## config.mk

```make
export PLATFORM = sky130hd
export DESIGN_NAME = drd_cfg
export DESIGN_NICKNAME = d
export VERILOG_FILES = /design/src/hdl/drd_pkg.sv /design/src/hdl/drd_cfg.sv
export SDC_FILE = /design/constraint.sdc
export NUM_CORES = 1
export LEC_CHECK = 0
export BUFFER_PORTS_ARGS = -buffer_cell sky130_fd_sc_hd__buf_2
export CORE_MARGIN = 5
export CORE_UTILIZATION = 47
export DETAILED_ROUTE_END_ITERATION = 8
export GPL_ROUTABILITY_DRIVEN = 0
export HOLD_SLACK_MARGIN = 0.02
export PLACE_DENSITY = 0.78
export REMOVE_ABC_BUFFERS = 1
export SLEW_MARGIN = 10
export SYNTH_ARGS = -nofsm -noshare
export SYNTH_HDL_FRONTEND = slang
export SYNTH_SLANG_ARGS = --single-unit
```

## constraint.sdc

```tcl
create_clock -name clk -period 1.1 [get_ports clk]
set_input_delay 0.055 -clock clk [delete_from_list [all_inputs] [get_ports clk]]
set_output_delay 0.055 -clock clk [all_outputs]
set_load 0.01 [all_outputs]
```

## src/hdl/drd_pkg.sv

```systemverilog
package drd_pkg;

  localparam int PIX_W      = 16;
  localparam int CFG_IDX_W  = 2;
  localparam int CFG_DATA_W = 10;
  localparam int ROW_IDX_W  = 9;
  localparam int TALLY_W    = 10;
  localparam int MIN_SIZE   = 8;

  localparam int DEF_MAX_WIDTH  = 512;
  localparam int DEF_MAX_HEIGHT = 512;

  localparam logic [CFG_IDX_W-1:0] REG_ROW_WIDTH   = 2'd0;
  localparam logic [CFG_IDX_W-1:0] REG_ROW_COUNT   = 2'd1;
  localparam logic [CFG_IDX_W-1:0] REG_NOISE_LEVEL = 2'd2;

  localparam logic [CFG_DATA_W-1:0] ROW_WIDTH_RST   = 10'd320;
  localparam logic [CFG_DATA_W-1:0] ROW_COUNT_RST   = 10'd480;
  localparam logic [1:0]            NOISE_LEVEL_RST = 2'd1;

  localparam logic [PIX_W-1:0] PIXEL_ONES = 16'hFFFF;

  localparam logic [1:0] NOISE_NONE = 2'd0;
  localparam logic [1:0] NOISE_LOW1 = 2'd1;
  localparam logic [1:0] NOISE_LOW2 = 2'd2;
  localparam logic [1:0] NOISE_LOW3 = 2'd3;

  // result word, row_index in the low bits
  typedef struct packed {
    logic [TALLY_W-1:0]   dirty_total;
    logic                 row_changed;
    logic [ROW_IDX_W-1:0] row_index;
  } result_t;

  localparam int RESULT_W    = $bits(result_t);
  localparam int OUT_TDATA_W = ((RESULT_W + 7) / 8) * 8;

  // clears the n low bits of each RGB565 channel
  function automatic logic [PIX_W-1:0] channel_mask(input logic [1:0] level);
    logic [PIX_W-1:0] m;
    case (level)
      NOISE_NONE: m = 16'hFFFF;
      NOISE_LOW1: m = 16'hF7DE;
      NOISE_LOW2: m = 16'hE79C;
      NOISE_LOW3: m = 16'hC718;
      default:    m = 16'hFFFF;
    endcase
    return m;
  endfunction

endpackage

```

## src/hdl/drd_cfg.sv

```systemverilog
module drd_cfg #(
  parameter int MAX_WIDTH  = drd_pkg::DEF_MAX_WIDTH,
  parameter int MAX_HEIGHT = drd_pkg::DEF_MAX_HEIGHT
) (
  input  logic                                clk,
  input  logic                                rst,
  input  logic                                cfg_we,
  input  logic [drd_pkg::CFG_IDX_W-1:0]       cfg_index,
  input  logic [drd_pkg::CFG_DATA_W-1:0]      cfg_data,
  output logic [$clog2(MAX_WIDTH+1)-1:0]      width_eff,
  output logic [$clog2(MAX_HEIGHT+1)-1:0]     height_eff,
  output logic [drd_pkg::PIX_W-1:0]           mask
);
  import drd_pkg::*;

  localparam int WW   = $clog2(MAX_WIDTH + 1);
  localparam int HW   = $clog2(MAX_HEIGHT + 1);
  localparam int WCMP = (WW > CFG_DATA_W) ? WW : CFG_DATA_W;
  localparam int HCMP = (HW > CFG_DATA_W) ? HW : CFG_DATA_W;

  logic [CFG_DATA_W-1:0] row_width;
  logic [CFG_DATA_W-1:0] row_count;
  logic [1:0]            noise_level;

  logic [WCMP-1:0] width_ext;
  logic [HCMP-1:0] height_ext;

  always_ff @(posedge clk) begin
    if (rst) begin
      row_width   <= ROW_WIDTH_RST;
      row_count   <= ROW_COUNT_RST;
      noise_level <= NOISE_LEVEL_RST;
    end else if (cfg_we) begin
      case (cfg_index)
        REG_ROW_WIDTH:   row_width   <= cfg_data;
        REG_ROW_COUNT:   row_count   <= cfg_data;
        REG_NOISE_LEVEL: noise_level <= cfg_data[1:0];
        default: ;
      endcase
    end
  end

  // saturate sizes to [MIN_SIZE, MAX]
  always_comb begin
    width_ext  = WCMP'(row_width);
    height_ext = HCMP'(row_count);
    if (width_ext < WCMP'(MIN_SIZE)) begin
      width_eff = WW'(MIN_SIZE);
    end else if (width_ext > WCMP'(MAX_WIDTH)) begin
      width_eff = WW'(MAX_WIDTH);
    end else begin
      width_eff = WW'(width_ext);
    end
    if (height_ext < HCMP'(MIN_SIZE)) begin
      height_eff = HW'(MIN_SIZE);
    end else if (height_ext > HCMP'(MAX_HEIGHT)) begin
      height_eff = HW'(MAX_HEIGHT);
    end else begin
      height_eff = HW'(height_ext);
    end
  end

  assign mask = channel_mask(noise_level);

endmodule

```

==> key figures <==
Status
  • Outcome: finished with violations
  • Failing checks: setup timing

Floorplanning
  • Starting Density: 49.6%
  • # rows: 18
  • Die area: 3770 µm²
  • Core Box Area: 2500 µm²
  • Io pins: 51
  • Die X: 61.4 µm
  • Die Ht: 61.4 µm

Drt
  • Drt drc: 0
  • DRT iter0 DRCs: 35
  • DR pass1 iterations: 4
  • Vias per cell: 4.79
  • DR WL/cell: 12.5 µm
  • Routed WL: 2620 µm
  • Routed Antenna Nets: 0
  • Vias: 1001

Clock network
  • Hold buffer count at CTS: 0
  • Clk pin slew, worst setup/hold paths: 110 ps
  • Clock sinks: 22
  • CTS tree: built
  • Clk Latency, worst-skew pair: 300 ps
  • Clock Path Buffers: 2
  • Htree depth: 1
  • Clock root buffer: clkbuf_4
  • Num CTS Buffers: 3

Placed design
  • Dpl hpwl: 2020 µm
  • Placed cells: 204
  • Number of I/O port buffers: 43

Global route
  • First-pass GRT wire length: 4160 µm
  • Initial antenna violation count: 0
  • Pin count of the biggest net entering global routing: 35
  • GRT overflow: 0
  • Vias in the first global route: 961
  • GRT Total Usage: 14.7%

Pwr
  • Total power draw: 1.46 mW
  • Peak supply drop: 0.000996 V
  • P_leak: 0.694 nW
  • Power Density: 960 nW/µm²

Setup path
  • CP Capture Type: primary output
  • Worst Path Required: 1040 ps
  • Largest stage delay, worst path: 350 ps
  • Crit path launch type: flip-flop
  • Crit Path Category: reg -> out
  • Crit-path max FO: 4
  • WP buf/inv: 1
  • Family with the most delay on the worst path: flip-flops
  • Critical path arrival: 1270 ps
  • Crit path max-delay cell type: dfxtp_2
  • CP cell instances: nor4_4 -> a22o_1 -> buf_2

Synth
  • Seq/Total Area, Yosys: 35.5%
  • Mapped Cells: 142
  • Post-Synthesis Cell Area: 1240 µm²
  • Post-synthesis cell type count: 19
  • Seq cells post-synth: 22
  • Yosys warns: 0
  • Syn_area_per_cell: 8.73 µm²

Layout
  • Final cell count without fillers: 209
  • Share of layout cells above drive strength 1: 39.1%
  • Final #Nets: 196
  • # diodes: 0
  • Most frequent cells in the layout: buf_2 (43), nand2b_1 (29), mux2i_1 (22), nor2_1 (14), dfxtp_1 (13)
  • Area grow syn2layout: 22.7%
  • Most common cell after layout, fill and taps aside: buf_2
  • Fillers: 230

STA
  • RSZ-0062 raised after global routing: yes
  • Final Hold Violating Endpoints: 0
  • Final worst slack: -228 ps
  • Final setup vio count: 9
  • Skew final: 0 ps
  • Highest clock rate: 753 MHz
  • Final period util: 121%
  • Period minus WS final: 1330 ps
  • Final Slew Violations: 0

Hold path
  • Worst hold path class: in -> reg

Job
  • Max Cap Viol: 0
## synth_stat cells
| master | number | share of area, % |
|---|---|---|
| nor2_1 | 15 | 4.5 |
| inv_1 | 3 | 0.91 |
| a22o_1 | 2 | 1.4 |
| nand2b_1 | 29 | 15 |
| buf_4 | 13 | 7.9 |
| conb_1 | 1 | 0.30 |
| nand2_1 | 1 | 0.30 |
| dfxtp_1 | 22 | 36 |
| nor3_1 | 3 | 1.2 |
| nor2b_1 | 10 | 5.0 |
| or3b_1 | 1 | 0.71 |
| nor3b_4 | 1 | 1.5 |
| mux2i_1 | 22 | 18 |
| clkbuf_1 | 7 | 2.1 |
| buf_2 | 2 | 0.81 |
| and3b_1 | 1 | 0.71 |
| nand3b_1 | 2 | 1.2 |
| nor4_2 | 1 | 1.0 |
| a21oi_1 | 6 | 2.4 |
## registers in the layout, summed over array words and instances (netlist names)
register     count
height_ext      10
row_width       10
noise_level      2
## final timing paths
path | startpoint | to | slack [ps] | cells after the start
min reg2reg | row_width[0] | row_width[0] | 480 | 2
max | row_width[4] | width_eff[3] | -230 | 3
min | cfg_data[8] | row_width[8] | 30 | 3
max reg2reg | height_ext[6] | height_ext[6] | 350 | 3
## report_power, final
| part | internal [mW] | switching, mW |
|---|---|---|
| logic | 0.125 | 0.134 |
| registers | 0.822 | 0.0294 |
| clock network | 0.128 | 0.222 |
## kinds of logic (layout without fill, tap and decap cells)
family / count (synthesis) / after routing / synth area share (%)
and+or+nand+nor: 64 / 64 / 30.9
AOI/OAI and AO/OA: 8 / 8 / 3.83
DFF: 22 / 22 / 35.5
buffers and inverters: 25 / 56 / 11.7
muxes: 22 / 22 / 17.8
other: 1 / 7 / 0.302
## worst reg2reg max path, delay by kind of cell (launching register included)
family | cells | cell delay (ps)
buffers and inverters | 1 | 130
flip-flops | 1 | 340
multiplexers | 1 | 80
AND/OR/NAND/NOR | 1 | 90
## routing by layer
| layer | global-route usage [%] | part of all wire (%) | up-vias |
|---|---|---|---|
| met2 | 26.1 | 47 | 40 |
| met4 | 1.82 | 0.38 | 0 |
| li1 | - | - | 512 |
| met3 | 5.24 | 10 | 2 |
| met1 | 17.6 | 42 | 447 |
| met5 | 0 | 0 | - |
## final cells by class
class,count,area [µm²],share of cell area (%)
Tap cell,30,37.5,2.47
Multi-Input combinational cell,101,716,47.0
Sequential cell,22,459,30.2
Inverter,3,11.3,0.740
Clock buffer,3,22.5,1.48
Timing Repair Buffer,50,275,18.1
## metrics by stage
stage / instance area, µm² / setup slack [ps] / TNS [ps] / util [%] / hold slack, ps
final: 1520 / -228 / -1310 / 60.9 / 30.6
after global routing: 1520 / -328 / -2440 / 60.9 / 29.2
after CTS: 1520 / -253 / -1440 / 60.6 / 24.0
after detailed placement: 1420 / 8.33 / 0 / 56.8 / 347
after global placement: 1420 / 28.5 / 0 / 56.8 / 329
after floorplan: 1130 / 155 / 0 / - / 210
## repair_timing
action,4_1_cts,5_1_grt
gates resized for setup,19,3
setup buffers,2,0
pin swaps,4,5
endpoints found under the setup margin,19,21
(Power assumes the default switching activity.)
