File: src/hdl/drd_pkg.sv
package drd_pkg;

  localparam int PIX_W      = 16;
  localparam int CFG_IDX_W  = 2;
  localparam int CFG_DATA_W = 10;
  localparam int ROW_IDX_W  = 9;
  localparam int TALLY_W    = 10;
  localparam int MIN_SIZE   = 8;

  localparam int DEF_MAX_WIDTH  = 512;
  localparam int DEF_MAX_HEIGHT = 512;

  localparam logic [CFG_IDX_W-1:0] REG_ROW_WIDTH   = 2'd0;
  localparam logic [CFG_IDX_W-1:0] REG_ROW_COUNT   = 2'd1;
  localparam logic [CFG_IDX_W-1:0] REG_NOISE_LEVEL = 2'd2;

  localparam logic [CFG_DATA_W-1:0] ROW_WIDTH_RST   = 10'd320;
  localparam logic [CFG_DATA_W-1:0] ROW_COUNT_RST   = 10'd480;
  localparam logic [1:0]            NOISE_LEVEL_RST = 2'd1;

  localparam logic [PIX_W-1:0] PIXEL_ONES = 16'hFFFF;

  localparam logic [1:0] NOISE_NONE = 2'd0;
  localparam logic [1:0] NOISE_LOW1 = 2'd1;
  localparam logic [1:0] NOISE_LOW2 = 2'd2;
  localparam logic [1:0] NOISE_LOW3 = 2'd3;

  // result word, row_index in the low bits
  typedef struct packed {
    logic [TALLY_W-1:0]   dirty_total;
    logic                 row_changed;
    logic [ROW_IDX_W-1:0] row_index;
  } result_t;

  localparam int RESULT_W    = $bits(result_t);
  localparam int OUT_TDATA_W = ((RESULT_W + 7) / 8) * 8;

  // clears the n low bits of each RGB565 channel
  function automatic logic [PIX_W-1:0] channel_mask(input logic [1:0] level);
    logic [PIX_W-1:0] m;
    case (level)
      NOISE_NONE: m = 16'hFFFF;
      NOISE_LOW1: m = 16'hF7DE;
      NOISE_LOW2: m = 16'hE79C;
      NOISE_LOW3: m = 16'hC718;
      default:    m = 16'hFFFF;
    endcase
    return m;
  endfunction

endpackage

File: src/hdl/drd_copy.sv
module drd_copy #(
  parameter int MAX_WIDTH  = drd_pkg::DEF_MAX_WIDTH,
  parameter int MAX_HEIGHT = drd_pkg::DEF_MAX_HEIGHT
) (
  input  logic                                     clk,
  input  logic                                     rst,
  output logic                                     ready,
  input  logic                                     start,
  input  logic [$clog2(MAX_WIDTH*MAX_HEIGHT)-1:0]  start_base,
  input  logic [$clog2(MAX_WIDTH)-1:0]             start_last,
  input  logic                                     start_bank,
  input  logic                                     commit_valid,
  input  logic                                     commit,
  output logic                                     lb_re,
  output logic [$clog2(MAX_WIDTH):0]               lb_raddr,
  input  logic [drd_pkg::PIX_W-1:0]                lb_rdata,
  output logic                                     fs_we,
  output logic [$clog2(MAX_WIDTH*MAX_HEIGHT)-1:0]  fs_waddr,
  output logic [drd_pkg::PIX_W-1:0]                fs_wdata
);
  import drd_pkg::*;

  localparam int CW  = $clog2(MAX_WIDTH);
  localparam int FAW = $clog2(MAX_WIDTH * MAX_HEIGHT);

  logic           rd_active;
  logic [CW-1:0]  idx;
  logic [CW-1:0]  last;
  logic [FAW-1:0] base;
  logic           bank;
  logic           wr_pending;
  logic [FAW-1:0] wr_addr;
  logic           keep;

  // the sweep starts on the row's last pixel; whether it lands is known in the next cycle
  assign ready    = !rd_active || (idx == last);
  assign lb_re    = rd_active;
  assign lb_raddr = {bank, idx};
  assign fs_we    = wr_pending && keep;
  assign fs_waddr = wr_addr;
  assign fs_wdata = lb_rdata;

  always_ff @(posedge clk) begin
    if (rst) begin
      rd_active  <= 1'b0;
      wr_pending <= 1'b0;
      keep       <= 1'b0;
    end else begin
      wr_pending <= rd_active;
      if (commit_valid) begin
        keep <= commit;
      end
      if (start) begin
        rd_active <= 1'b1;
      end else if (rd_active && idx == last) begin
        rd_active <= 1'b0;
      end
    end
  end

  always_ff @(posedge clk) begin
    wr_addr <= base + FAW'(idx);
    if (start) begin
      idx  <= '0;
      last <= start_last;
      base <= start_base;
      bank <= start_bank;
    end else if (rd_active) begin
      idx <= idx + CW'(1);
    end
  end

endmodule

File: config.mk
export PLATFORM = sky130hd
export DESIGN_NAME = drd_copy
export DESIGN_NICKNAME = d
export VERILOG_FILES = /design/src/hdl/drd_pkg.sv /design/src/hdl/drd_copy.sv
export SDC_FILE = /design/constraint.sdc
export NUM_CORES = 1
export LEC_CHECK = 0
export BUFFER_PORTS_ARGS = -buffer_cell sky130_fd_sc_hd__buf_2
export CORE_MARGIN = 2
export CORE_UTILIZATION = 48
export CTS_BUF_LIST = sky130_fd_sc_hd__clkbuf_16
export CTS_CLUSTER_DIAMETER = 120
export DETAILED_ROUTE_END_ITERATION = 8
export GPL_TIMING_DRIVEN = 0
export MAX_ROUTING_LAYER = met4
export PLACE_DENSITY = 0.79
export SLEW_MARGIN = 40
export SYNTH_ARGS = -nofsm -noshare
export SYNTH_HDL_FRONTEND = slang
export SYNTH_SLANG_ARGS = --single-unit
File: constraint.sdc
create_clock -name clk -period 2.51 [get_ports clk]
set_input_delay 0.502 -clock clk [delete_from_list [all_inputs] [get_ports clk]]
set_output_delay 0.502 -clock clk [all_outputs]
set_load 0.01 [all_outputs]
==> results of run 1 <==
-- metal layers --
metal / routed length (µm) / part of all wire [%] / up-vias / global-route usage (%)
li1: - / - / 863 / -
met1: 1720 / 40 / 737 / 19.3
met2: 2210 / 51 / 69 / 28.5
met3: 320 / 7.4 / 10 / 7.23
met4: 85 / 2.0 / 0 / 8.58
met5: 0 / 0 / - / -
-- where the power goes --
group          leakage [nW]  total (mW)  switching [mW]  internal [mW]
combinational         0.790       0.223           0.107          0.116
sequential            0.524        1.10          0.0318           1.07
clock                 0.140        1.14           0.390          0.752
-- cell families after synthesis --
kind of cell               count (synthesis)  share of synthesized area (%)
adders and majority gates                 11                           5.97
AOI/OAI and AO/OA                         31                           8.24
xor gates and xnor gates                  29                           10.4
DFF                                       58                           59.3
muxes                                      2                          0.824
and+or+nand+nor                           42                           8.70
buffers and inverters                     25                           6.54
-- metrics by stage --
step                      util (%)  setup slack (ns)  instances  area [µm²]
after floorplan                  -             0.607        198        2430
after global placement        60.4             0.487        344        2910
after detailed placement      60.4             0.460        344        2910
after CTS                     66.3             0.276        360        3200
after global routing          66.3             0.220        360        3200
final                         66.3             0.269        360        3200
-- sequential cells by signal (all words and copies together), names as in the netlist --
| name | count |
|---|---|
| base | 18 |
| fs_waddr | 18 |
| idx | 9 |
| last | 9 |
| bank | 1 |
| keep | 1 |
| lb_re | 1 |
| wr_pending | 1 |
-- cells in the final DEF (no fill, tap or decap), types with 2 or more instances in the layout --
cell type   n
buf_2      80
dfxtp_1    30
edfxtp_1   28
xnor2_1    19
buf_4      17
nor2_1     15
a21oi_1    13
xor2_1     10
ha_1       10
clkbuf_16   9
nand2_1     7
inv_1       6
nand4_1     4
and3_1      4
o21ai_0     4
nand3_1     4
clkinv_2    3
a21o_1      2
o21bai_1    2
mux2i_1     2
clkinv_1    2
-- area by class of cell --
| type | count | area, µm² | share of cell area [%] |
|---|---|---|---|
| plain buffers | 19 | 136 | 4.27 |
| clock buffers | 9 | 225 | 7.05 |
| clock inverters | 7 | 60.1 | 1.88 |
| inverters | 6 | 22.5 | 0.705 |
| multi-input cells | 115 | 831 | 26.0 |
| flip-flops and latches | 58 | 1440 | 45.1 |
| well taps | 67 | 83.8 | 2.62 |
| repair buffers | 79 | 395 | 12.4 |
-- how the worst min path moves through the flow --
| stage | slack, ns | startpoint | to |
|---|---|---|---|
| after CTS | 0.34 | start_base[3] | base[3] |
| after global placement | 0.44 | base[17] | fs_waddr[17] |
| after detailed placement | 0.45 | base[17] | fs_waddr[17] |
| after floorplan | 0.43 | base[17] | fs_waddr[17] |
| after global routing | 0.34 | start_last[4] | last[4] |
| final | 0.35 | start_base[3] | base[3] |
==> metrics, run 1 <==
status completed; Routed Antenna Nets 0; DRC 0; Clock transition at path regs around 0.05 ns; Mapped Avg Cell Area 12.3 µm²; Slew HR 59.9%; RR Startpoint idx[0]; Yosys Warn Count 0; Buffers on Ports 79; Yosys top cell area share 34.6%; RSZ-0062 raised after global routing false; top cells by count, synth 30 x dfxtp_1, 28 x edfxtp_1, 19 x xnor2_1, 17 x buf_4, 15 x nor2_1; Peak VDD IR ~0.0006 V; most frequent cell after synthesis dfxtp_1; clk sink count 58; cts hold-fix bufs 0; final hold viol count 0; post-cts resize count 0; core area 0.00482 mm²; Slew @ Worst Pin approximately 0.6 ns; initial drt markers 69; Post-synth EDFFs 28; clock skew 0.00668 ns; Yosys top cell by area edfxtp_1; DRT Pass-1 Iters 5; routed len/inst 12.1 µm; global-route wire length before repair 6830 µm; CP endpoint kind primary output; postcts setup bufs 0; die height 75.2 µm; distinct cell type count after synthesis 38; Clock Tree Buf Depth 2; setup_tns 0 ns; Critical Path Source idx[1]; prevailing post-synth register cell dfxtp_1; layout cells sized above 1 38.9%; worst path required time around 2.0 ns; DP Wirelength 3330 µm; largest net degree at the start of global routing 30; fmax 446 MHz; overall power 2.47 mW; cell family with most CP delay flip-flops; final setup vio count 0; Area Growth Syn to Fin 31.4%; Final period util between 80 and 90%; routability cong. 0.728; worst r2r path cells 8; sequential share of the synthesized area 59.3%; worst-path maximum fanout 7; initial antenna violation count 0; crit path to ready; Filler cells 384; final slew viol count 0; later-pin clock latency in the skew report 0.32 ns; Worst setup SP type register; vias in the first global route 1541; CP Depth 4; P_leak about 1.5 nW; WP buf/inv 1; CTS HTree Levels 3; DRT Wirelength ~4300 µm; initial cell density of the core just over 50%; number of CTS-inserted buffers 9; Rows 25; CP Cell Sequence xnor2_1 -> nand3_1 -> o41ai_1 -> buf_2; syn_nets 258; Pwr per Cell Area 773 mW/mm²; Critical-path top delay cell dfxtp_1; fraction of registers with async set/reset 0%; hold path depth 1; main area contributors after synthesis edfxtp_1 35%, dfxtp_1 25%, xnor2_1 6.8%; reg-to-reg endpoint fs_waddr[10]; die footprint 0.00565 mm²; vias 1679; Worst R2R Setup Slack 0.47 ns; fin crit period ~2.2 ns; GRT Residual Overflow 0; Die Span X 75.2 µm; Worst Path Arrival 1.74 ns; HP Class in -> reg; critical path class reg -> out; antenna cells 0; Synth Instances 198; IO Pins 96; vias per cell 4.66; Mapped Area 0.00243 mm²; total track usage 17.8%; number of register bits inferred by synthesis 58; maximum capacitance violations 0; CTS root buf clkbuf_16; Hold Slack 0.353 ns; fin nets about 350; CTS tree built; CP peak stage delay 0.48 ns
Note: power is estimated with default switching activity, not from simulation.
==> run 2: changes to the inputs <==
RECOVER_POWER = 25   (was default)
==> metrics, run 2 (synthesized netlist as in run 1, its figures left out) <==
status completed (unchanged); global-route wire length before repair 6830 µm (unchanged); fin crit period 2.24 ns (about the same); final slew viol count 0 (unchanged); Slew HR 4.01% (was 59.9%); IO Pins 96 (unchanged); most common cell after layout, fill and taps aside buf_2 (unchanged); Worst Path Arrival 1.74 ns (about the same); Critical Path Source idx[1] (unchanged); most frequent cells in the layout 78 x buf_2, 30 x dfxtp_1, 28 x edfxtp_1, 19 x xnor2_1, 17 x buf_4 (was 80 x buf_2, 30 x dfxtp_1, 28 x edfxtp_1, 19 x xnor2_1, 17 x buf_4); Peak VDD IR 0.000609 V (about the same); initial antenna violation count 0 (unchanged); die height 75.2 µm (unchanged); worst-path maximum fanout 7 (unchanged); reg-to-reg endpoint fs_waddr[10] (unchanged); CP peak stage delay 0.48 ns (about the same); Area Growth Syn to Fin 31.3% (was 31.4%); post-cts resize count 0 (unchanged); CTS HTree Levels 3 (unchanged); cts hold-fix bufs 0 (unchanged); RSZ-0062 raised after global routing false (unchanged); P_leak 1.45 nW (about the same); setup_tns 0 ns (unchanged); initial cell density of the core 50.5% (unchanged); routed len/inst 12.1 µm (about the same); RR Startpoint idx[0] (unchanged); DRC 0 (unchanged); vias in the first global route 1541 (unchanged); Pwr per Cell Area 774 mW/mm² (was 773 mW/mm²); layout cells sized above 1 38.2% (was 38.9%); dpl ws 0.460 ns (unchanged); DRT Pass-1 Iters 5 (unchanged); hold path endpoint base[3] (unchanged); met3 Use GR 7.23% (unchanged); Critical-path top delay cell dfxtp_1 (unchanged); Clock Tree Buf Depth 2 (unchanged); DRT Wirelength 4350 µm (was 4340 µm); clk sink count 58 (unchanged); worst path required time 2.01 ns (about the same); CP Cell Sequence xnor2_1 -> nand3_1 -> o41ai_1 -> buf_2 (unchanged); Final Cell Area 0.00319 mm² (was 0.00320 mm²); CTS tree built (unchanged); final hold viol count 0 (unchanged); die footprint 0.00565 mm² (unchanged); postcts setup bufs 0 (unchanged); Rows 25 (unchanged); hold path depth 1 (unchanged); core area 0.00482 mm² (unchanged); worst r2r path cells 8 (unchanged); initial drt markers 70 (was 69); Clock transition at path regs 0.05 ns (about the same); vias 1680 (was 1679); vias per cell 4.67 (was 4.66); number of CTS-inserted buffers 9 (unchanged); Slew @ Worst Pin 1.44 ns (was 0.601 ns); CTS root buf clkbuf_16 (unchanged); DP Wirelength 3330 µm (unchanged); routability cong. 0.728 (unchanged); cell area after placement 0.00291 mm² (unchanged); Die Span X 75.2 µm (unchanged); total track usage 17.8% (unchanged); Filler cells 385 (was 384); CP endpoint kind primary output (unchanged); final setup vio count 0 (unchanged); M2 GR Usage 28.5% (unchanged); fmax 446 MHz (about the same); Worst R2R Setup Slack 0.47 ns (about the same); largest net degree at the start of global routing 30 (unchanged); later-pin clock latency in the skew report 0.32 ns (about the same); GR peak layer met2 (unchanged); hold path startpoint start_base[3] (unchanged); HP Class in -> reg (unchanged); Final period util 89.3% (about the same); Buffers on Ports 79 (unchanged); critical path class reg -> out (unchanged); Worst setup SP type register (unchanged); M1 GR Usage 19.3% (unchanged); fin nets 348 (unchanged); maximum capacitance violations 0 (unchanged); final worst slack 0.267 ns (was 0.269 ns); Routed Antenna Nets 0 (unchanged); antenna cells 0 (unchanged); GRT Residual Overflow 0 (unchanged); clock skew 0.00670 ns (was 0.00668 ns)
## run 2: cell types whose count changed in the layout (fill, tap and decap cells not counted), sizes merged
cell / before / now
buf: 97 / 95
clkbuf: 10 / 12
## run 2: critical path, delay by kind of cell, from the launching register on
family | cells | cell delay, ns
xor gates and xnor gates | 1 | 0.16
buffers and inverters | 1 | 0.22
DFF | 1 | 0.48
and+or+nand+nor | 1 | 0.11
AOI/OAI and AO/OA | 1 | 0.44
## run 2: cell type report
cell class / instances / area (µm²) / share of cell area [%]
Tap cell: 67 / 83.8 / 2.63
Buffer: 19 / 135 / 4.23
Timing Repair Buffer: 79 / 394 / 12.3
Clock buffer: 9 / 225 / 7.05
Sequential cell: 58 / 1440 / 45.1
Inverter: 6 / 22.5 / 0.705
Multi-Input combinational cell: 115 / 831 / 26.0
Clock inverter: 7 / 60.1 / 1.88
## run 2: where the power goes
group,internal (mW),switching (mW)
logic,0.115,0.107
clock network,0.752,0.390
registers,1.07,0.0318
total,1.94,0.529
## run 2: layer usage
metal / vias up / part of all wire [%]
met5: - / 0
met4: 0 / 2.0
met3: 10 / 7.4
met2: 69 / 51
met1: 738 / 40
li1: 863 / -
## run 2: per-stage QoR
stage	utilization (%)	instances	hold WS (ns)	total power, mW
2_1_floorplan	-	198	0.432	1.25
4_1_cts	66.3	360	0.342	2.50
6_report	66.3	360	0.352	2.47
5_1_grt	66.3	360	0.341	2.57
3_5_place_dp	60.4	344	0.451	1.35
3_3_place_gp	60.4	344	0.437	1.34
## run 2: worst max-delay path by stage
stage	end	depth (start not counted)	slack (ns)
after floorplan	fs_waddr[10]	8	0.61
after CTS	ready	4	0.28
final	ready	4	0.27
after detailed placement	fs_waddr[10]	8	0.46
after global placement	fs_waddr[10]	8	0.49
after global routing	ready	4	0.22
==> run 3: changes to the inputs <==
CELL_PAD_IN_SITES_DETAIL_PLACEMENT = 1   (was default)
CELL_PAD_IN_SITES_GLOBAL_PLACEMENT = 1   (was default)
CORE_UTILIZATION = 37   (was 48)
PLACE_DENSITY = default   (was 0.79)
PLACE_DENSITY_LB_ADDON = 0.1   (was default)
==> metrics, run 3 (synthesized netlist as in run 1, its figures left out) <==
Slew HR -4.04% (was 4.01%); vias in the first global route 1811 (was 1541); maximum capacitance violations 1 (was 0); Core Util, Final 50.5% (was 66.3%); critical path class reg -> out (unchanged); RSZ-0062 raised after global routing false (unchanged); Die Span X 85.1 µm (was 75.2 µm); Buffers on Ports 79 (unchanged); DRT Pass-1 Iters 3 (was 5); initial cell density of the core 38.3% (was 50.5%); layout cells sized above 1 37.9% (was 38.2%); fmax 449 MHz (was 446 MHz); most frequent cells in the layout 77 x buf_2, 30 x dfxtp_1, 28 x edfxtp_1, 19 x xnor2_1, 17 x buf_4 (was 78 x buf_2, 30 x dfxtp_1, 28 x edfxtp_1, 19 x xnor2_1, 17 x buf_4); Final Cell Area 0.00320 mm² (was 0.00319 mm²); initial antenna violation count 0 (unchanged); total track usage 15.4% (was 17.8%); IO Pins 96 (unchanged); P_leak 1.44 nW (was 1.45 nW); final worst slack 0.285 ns (was 0.267 ns); die footprint 0.00724 mm² (was 0.00565 mm²); CTS root buf clkbuf_16 (unchanged); final setup vio count 0 (unchanged); Placed Cells 354 (was 344); DP Wirelength 3720 µm (was 3330 µm); Slew @ Worst Pin 1.56 ns (was 1.44 ns); Worst setup SP type register (unchanged); hold path depth 1 (unchanged); CP endpoint kind primary output (unchanged); setup_tns 0 ns (unchanged); vias per cell 4.73 (was 4.67); dpl ws 0.359 ns (was 0.460 ns); Hold Slack 0.353 ns (was 0.352 ns); global-route wire length before repair 8260 µm (was 6830 µm); DRC 0 (unchanged); initial drt markers 40 (was 70); cell area after placement 0.00292 mm² (was 0.00291 mm²); worst r2r path cells 8 (unchanged); Pwr per Cell Area 777 mW/mm² (was 774 mW/mm²); cts hold-fix bufs 0 (unchanged); final hold viol count 0 (unchanged); CTS tree built (unchanged); Peak VDD IR 0.000452 V (was 0.000609 V); status finished, violations left (was completed); die height 85.1 µm (was 75.2 µm); Clock transition at path regs 0.05 ns (about the same); HP Class in -> reg (unchanged); Routed Antenna Nets 0 (unchanged); Final period util 88.7% (was 89.3%); failing checks capacitance limit, slew limit; final std cells w/o fill 370 (was 360); Clock Tree Buf Depth 2 (unchanged); most common cell after layout, fill and taps aside buf_2 (unchanged); clk sink count 58 (unchanged); routed len/inst 13.6 µm (was 12.1 µm); Area Growth Syn to Fin 31.8% (was 31.3%); antenna cells 0 (unchanged); fin crit period 2.23 ns (was 2.24 ns); worst-path maximum fanout 7 (unchanged); vias 1751 (was 1680); GRT Residual Overflow 0 (unchanged); DRT Wirelength 5040 µm (was 4350 µm); post-cts resize count 0 (unchanged); worst path required time 2.01 ns (about the same); largest net degree at the start of global routing 30 (unchanged); overall power 2.49 mW (was 2.47 mW); Worst Path Arrival 1.72 ns (was 1.74 ns); CTS HTree Levels 3 (unchanged); number of CTS-inserted buffers 9 (unchanged); clock skew 0.00500 ns (was 0.00670 ns); postcts setup bufs 0 (unchanged); Rows 29 (was 25); later-pin clock latency in the skew report 0.32 ns (about the same); fin nets 348 (unchanged); final slew viol count 30 (was 0); routability cong. 0.741 (was 0.728); core area 0.00635 mm² (was 0.00482 mm²)
-- run 3: cell count changes in the layout (fill, tap and decap cells not counted) --
cell / previous run / this run
buf_2: 78 / 77
clkbuf_1: 3 / 4
-- run 3: area by class of cell --
cell class / instances / area, µm²
timing repair buffer: 79 / 393
tap: 77 / 96.3
multi-input combinational: 115 / 831
sequential: 58 / 1440
fill: 715 / 3150
clock inverter: 7 / 60.1
buffer: 19 / 135
clock buffer: 9 / 225
inverter: 6 / 22.5
-- run 3: worst max-delay path, stage by stage (launching register included) --
cell and delay (ns):
dfxtp_1 0.51, xnor2_1 0.16, nand3_1 0.10, o41ai_1 0.42, buf_2 0.22
-- run 3: metal layers --
layer	share of wire (%)	up-vias	GRT usage (%)
li1	-	862	-
met1	44	820	17.5
met2	47	59	24.1
met3	6.1	10	4.38
met4	3.0	0	9.24
met5	0	-	-
-- run 3: path summary, 6_finish.rpt --
check	to	from	slack, ns
max	ready	idx[1]	0.28
min	base[15]	start_base[15]	0.35
max reg2reg	fs_waddr[10]	idx[0]	0.32
min reg2reg	fs_waddr[0]	base[0]	0.45
-- run 3: power breakdown --
part | switching [mW] | leakage, nW | internal [mW] | total, mW
logic | 0.107 | 0.781 | 0.115 | 0.222
registers | 0.0331 | 0.524 | 1.07 | 1.11
clock network | 0.408 | 0.140 | 0.754 | 1.16
